==> config.mk <==
export PLATFORM = sky130hd
export DESIGN_NAME = fac_mac
export DESIGN_NICKNAME = d
export VERILOG_FILES = /design/src/sv/frustum_aabb_culler_assert.svh /design/src/sv/fac_pkg.sv /design/src/sv/fac_mac.sv
export SDC_FILE = /design/constraint.sdc
export NUM_CORES = 2
export LEC_CHECK = 0
export ABC_AREA = 0
export BUFFER_PORTS_ARGS = -buffer_cell sky130_fd_sc_hd__buf_2
export CAP_MARGIN = 10
export CORE_ASPECT_RATIO = 0.5
export CORE_MARGIN = 2
export CORE_UTILIZATION = 40
export CTS_CLUSTER_DIAMETER = 120
export DETAILED_ROUTE_END_ITERATION = 16
export HOLD_SLACK_MARGIN = 0.15
export PLACE_DENSITY = 0.54
export SYNTH_ARGS = -nofsm -noshare
export SYNTH_HDL_FRONTEND = slang
export SYNTH_SLANG_ARGS = --single-unit
==> constraint.sdc <==
create_clock -name clk -period 14 [get_ports clk]
set_input_delay 0.7 -clock clk [delete_from_list [all_inputs] [get_ports clk]]
set_output_delay 0.7 -clock clk [all_outputs]
set_load 0.01 [all_outputs]
==> src/sv/frustum_aabb_culler_assert.svh <==
// Assertion macros used by the frustum culler top level.
`ifndef FRUSTUM_AABB_CULLER_ASSERT_SVH
`define FRUSTUM_AABB_CULLER_ASSERT_SVH

// Same-cycle implication, checked outside reset.
`define FAC_ASSERT_IMP(lbl, ante, cons, msg) \
	lbl: assert property (@(posedge clk) disable iff (!arst_n) (ante) |-> (cons)) \
		else $error(msg);

// Next-cycle implication, checked outside reset.
`define FAC_ASSERT_NXT(lbl, ante, cons, msg) \
	lbl: assert property (@(posedge clk) disable iff (!arst_n) (ante) |=> (cons)) \
		else $error(msg);

`endif

==> src/sv/fac_pkg.sv <==
// Shared types and constants of the frustum culler.
`default_nettype none
package fac_pkg;
	localparam int COORD_FRAC_BITS = 16;
	localparam int ACC_W = 100;
	localparam int NUM_PLANES = 6;

	localparam logic [1:0] KIND_LOAD_PROJ = 2'd0;
	localparam logic [1:0] KIND_LOAD_VIEW = 2'd1;
	localparam logic [1:0] KIND_EXTRACT = 2'd2;
	localparam logic [1:0] KIND_TEST = 2'd3;

	typedef enum logic [3:0] {
		S_IDLE,
		S_X_RD,
		S_X_DIF,
		S_X_MUL,
		S_X_ACC,
		S_X_WR,
		S_T_INIT,
		S_T_MUL,
		S_T_LAST,
		S_T_CHK,
		S_OUT
	} state_t;

	typedef struct packed {
		logic mul_en;
		logic mul_hi;
		logic acc_init;
		logic acc_add;
	} mac_ctl_t;
endpackage
`default_nettype wire

==> src/sv/fac_mac.sv <==
// Shared multiply-accumulate unit: one 33x33 signed multiplier and a wide accumulator.
`default_nettype none
module fac_mac (
	input  wire logic                             clk,
	input  wire fac_pkg::mac_ctl_t                ctl,
	input  wire logic signed [32:0]               op_a,
	input  wire logic signed [32:0]               op_b,
	input  wire logic signed [fac_pkg::ACC_W-1:0] init_val,
	output logic signed [fac_pkg::ACC_W-1:0]      acc
);
	logic signed [65:0]               prod_s1;
	logic                             hi_s1;
	logic signed [fac_pkg::ACC_W-1:0] addend;
	logic signed [fac_pkg::ACC_W-1:0] acc_q;

	// register the product before it reaches the adder
	always_ff @(posedge clk) begin
		if (ctl.mul_en) begin
			prod_s1 <= op_a * op_b;
			hi_s1 <= ctl.mul_hi;
		end
	end

	always_comb begin
		addend = fac_pkg::ACC_W'(prod_s1);
		if (hi_s1) begin
			addend = addend <<< 32;
		end
	end

	always_ff @(posedge clk) begin
		if (ctl.acc_init) begin
			acc_q <= init_val;
		end else if (ctl.acc_add) begin
			acc_q <= acc_q + addend;
		end
	end

	assign acc = acc_q;
endmodule
`default_nettype wire

==> results.md <==
* Critical path arrival at 9.32 ns
* Die Ht at 258 µm
* Number of top-level pins at between 200 and 300
* Final setup viols at 0
* Share of layout cells above drive strength 1 at roughly 7.0%
* Root Driver: clkbuf_16
* Final WL at around 170,000 µm
* Final cell utilization of the core at a little over two fifths
* DR pass1 iterations at 6
* Initial Util at between 40 and 50%
* Clock Path Buffers at 2
* Crit Path Category: in2reg
* Post_cts resized at 0
* Non-filler cells, final at about 7.3k
* Critical path, cell by cell: buf_2, nand2_1, fa_1, fa_1, fa_1, inv_1, fa_1, fa_1, fa_1, fa_1, inv_1, fa_1, inv_1, ha_1, nand3_1, nor4_1, nor3b_1, a22oi_1, a21oi_1, o2111ai_1, a311oi_1, a41oi_1, a31oi_1, xnor2_1
* Via count of the first global-routing pass at between 40k and 50k
* Final period util at between 60% and 70%
* Crit path required time at between 10 and 15 ns
* Layout Nets at 7,245
* Initial antenna violation count at 10
* Mean Syn Cell Area at 9.22 µm²
* First-pass GRT wire length at between 200,000 and 300,000 µm
* Final min period at just over 9 ns
* Core Box Area at between 100,000 and 150,000 µm²
* Total grt overflow at 0
* Vias at just under 40k
* Area Overhead vs Synth at 6.07%
* Most frequent CP cell: fa_1
* Setup TNS at 0 ns
* Ys Warns at 0
* Async set-reset flop share out of synthesis at 0%
* Post-synth EDFFs at 167
* Synth area leaders: fa_1, edfxtp_1, inv_1
* CP Buf/Inv Count at 4
* Largest net degree at the start of global routing at 86
* Final Hold Viols at 0
* WL/cell at 22.8 µm
* Worst Setup Start Kind: input port
* Max Fanout on Critical Path at 33
* Crit end category: register
* Vias per cell at 5.33
* Htree depth at 4
* Syn nets at just over 7k
* Top cell type's share of synthesized area at 44.4%
* CTS clk-pin slew, worst paths at around 0.07 ns
* Crit-path max cell delay at between 0.9 and 1 ns
* DRT iter0 DRCs at 3,166
* Register bit total from synthesis at roughly 170
* GPL Wtd Cong at 0.937
* Least-Margin Pin Slew at about 1.1 ns
* Chip Width at ~510 µm
* Skew-Pair Late Insertion Delay at approximately 0.47 ns
* DP Cell Count at about 7.3k
* Max-Cap Viols at 0
* Cells after Synth at about 5.6k
* Synth area leader: fa_1
* Primary FF master, synth: edfxtp_1
* Top cell family by delay on the critical path: adder cells
* Clock Sinks at 167
* Hold slack at 0.446 ns
* CTS tree: built
* # DRC at 0
* DRT antenna net count at 0
* Fmax at approximately 110 MHz
* Crit-path slowest cell: fa_1
* Status: complete, no violations
* Max_slew headroom at around a quarter
* Die area at 132,000 µm²
* Port Buffers at between 200 and 300
* Dpl hpwl at 133,000 µm
* Yosys cell types at 83
* RSZ-0062 raised after global routing: false
* Seq/Total Area, Yosys at around 9.7%
* Setup bufs post-CTS at 0
* Clk_skew at around 0.011 ns
* Cell area after synthesis at 51,600 µm²
* CTS Hold Bufs at 0
* Max Slew Vio Count at 0
* Num rows at just over 90
* All-Layer GR Usage at between 20% and 30%
* Cts bufs inserted at 17
* Hold Crit Class: in2reg
stage by stage:
stage / worst slack, ns / area, µm²
CTS: 4.98 / 54700
finish: 4.89 / 54800
detailed placement: 4.53 / 54100
global route: 4.40 / 54700
global placement: 4.59 / 54100
floorplan: 5.75 / 51600
cell type report:
cell class                 instances  area, µm²
antenna                            4       10.0
timing repair buffer             292       1540
fill                           12606      73600
clock inverter                    14        175
clock buffer                      18        429
tap                             1710       2140
multi-input combinational       4023      41300
sequential                       167       5010
inverter                        1111       4170
cells in the mapped netlist (34+ instances only):
cell type and n:
inv_1 1110, xnor2_1 103, xor2_1 64, nor2_1 113, o21ai_0 173, a21o_1 75, clkbuf_1 280, nor2b_1 49
nand2_1 784, a21oi_1 188, o21ai_1 34, and2_1 565, ha_1 316, fa_1 1146, nand3_1 41, nand4_1 43
mux2_2 37, edfxtp_1 167
worst paths after layout:
kind / from / to / slack, ns / depth (start not counted)
worst max-delay path: op_b[9] / prod_s1[65] / 4.89 / 24
worst min register to register: acc[0] / acc[0] / 0.76 / 2
worst min-delay path: ctl[2] / hi_s1 / 0.45 / 1
worst max register to register: hi_s1 / acc[95] / 8.75 / 15
placed cells by master, fill, tap and decap left out, types with 7 or more instances in the layout:
cell type,netlist,routed
ha_1,316,316
o21a_1,19,19
a21boi_0,8,8
nor2b_1,49,49
mux2_2,37,37
o31ai_1,9,9
xor2_1,64,64
a21o_1,75,75
nand2_1,784,784
inv_1,1110,1110
and2_1,565,565
a211oi_1,13,13
xnor2_1,103,103
buf_2,8,269
nand3_1,41,41
a31oi_1,22,22
clkbuf_16,0,17
nand2b_1,30,30
nor3_1,20,20
a21oi_1,188,188
o211ai_1,9,9
buf_4,0,21
a221o_1,7,7
a41oi_1,7,7
nand4_1,43,43
nor2_1,113,113
and3_1,20,20
o21ai_0,173,173
edfxtp_1,167,167
fa_1,1146,1146
o21ai_1,34,34
o21bai_1,31,31
sequential cells by signal (all words and copies together) (netlist names):
name	cells
acc	100
hi_s1	1
prod_s1	66
logic make-up (layout without fill, tap and decap cells):
family	count (synthesis)	in the layout	share of synthesized area, %
adder cells (fa/ha/maj)	1462	1462	52.1
multiplexers	38	38	0.827
AND/OR/NAND/NOR	1698	1698	16.2
flip-flops	167	167	9.72
XOR/XNOR	167	167	2.83
other	0	4	0
buffers and inverters	1410	1435	10.3
AO/OA/AOI/OAI	658	658	8.00
metal layers:
layer / global-route usage [%] / part of all wire (%) / wire length, µm
met4: 5.56 / 2.1 / 3590
met3: 4.32 / 8.1 / 13500
met1: 37.8 / 46 / 77500
met2: 39.6 / 44 / 73000
met5: 0 / 0.020 / 34
Power is not shown: default switching activity piles up to over one toggle a cycle in this logic, so the estimate is an artifact.
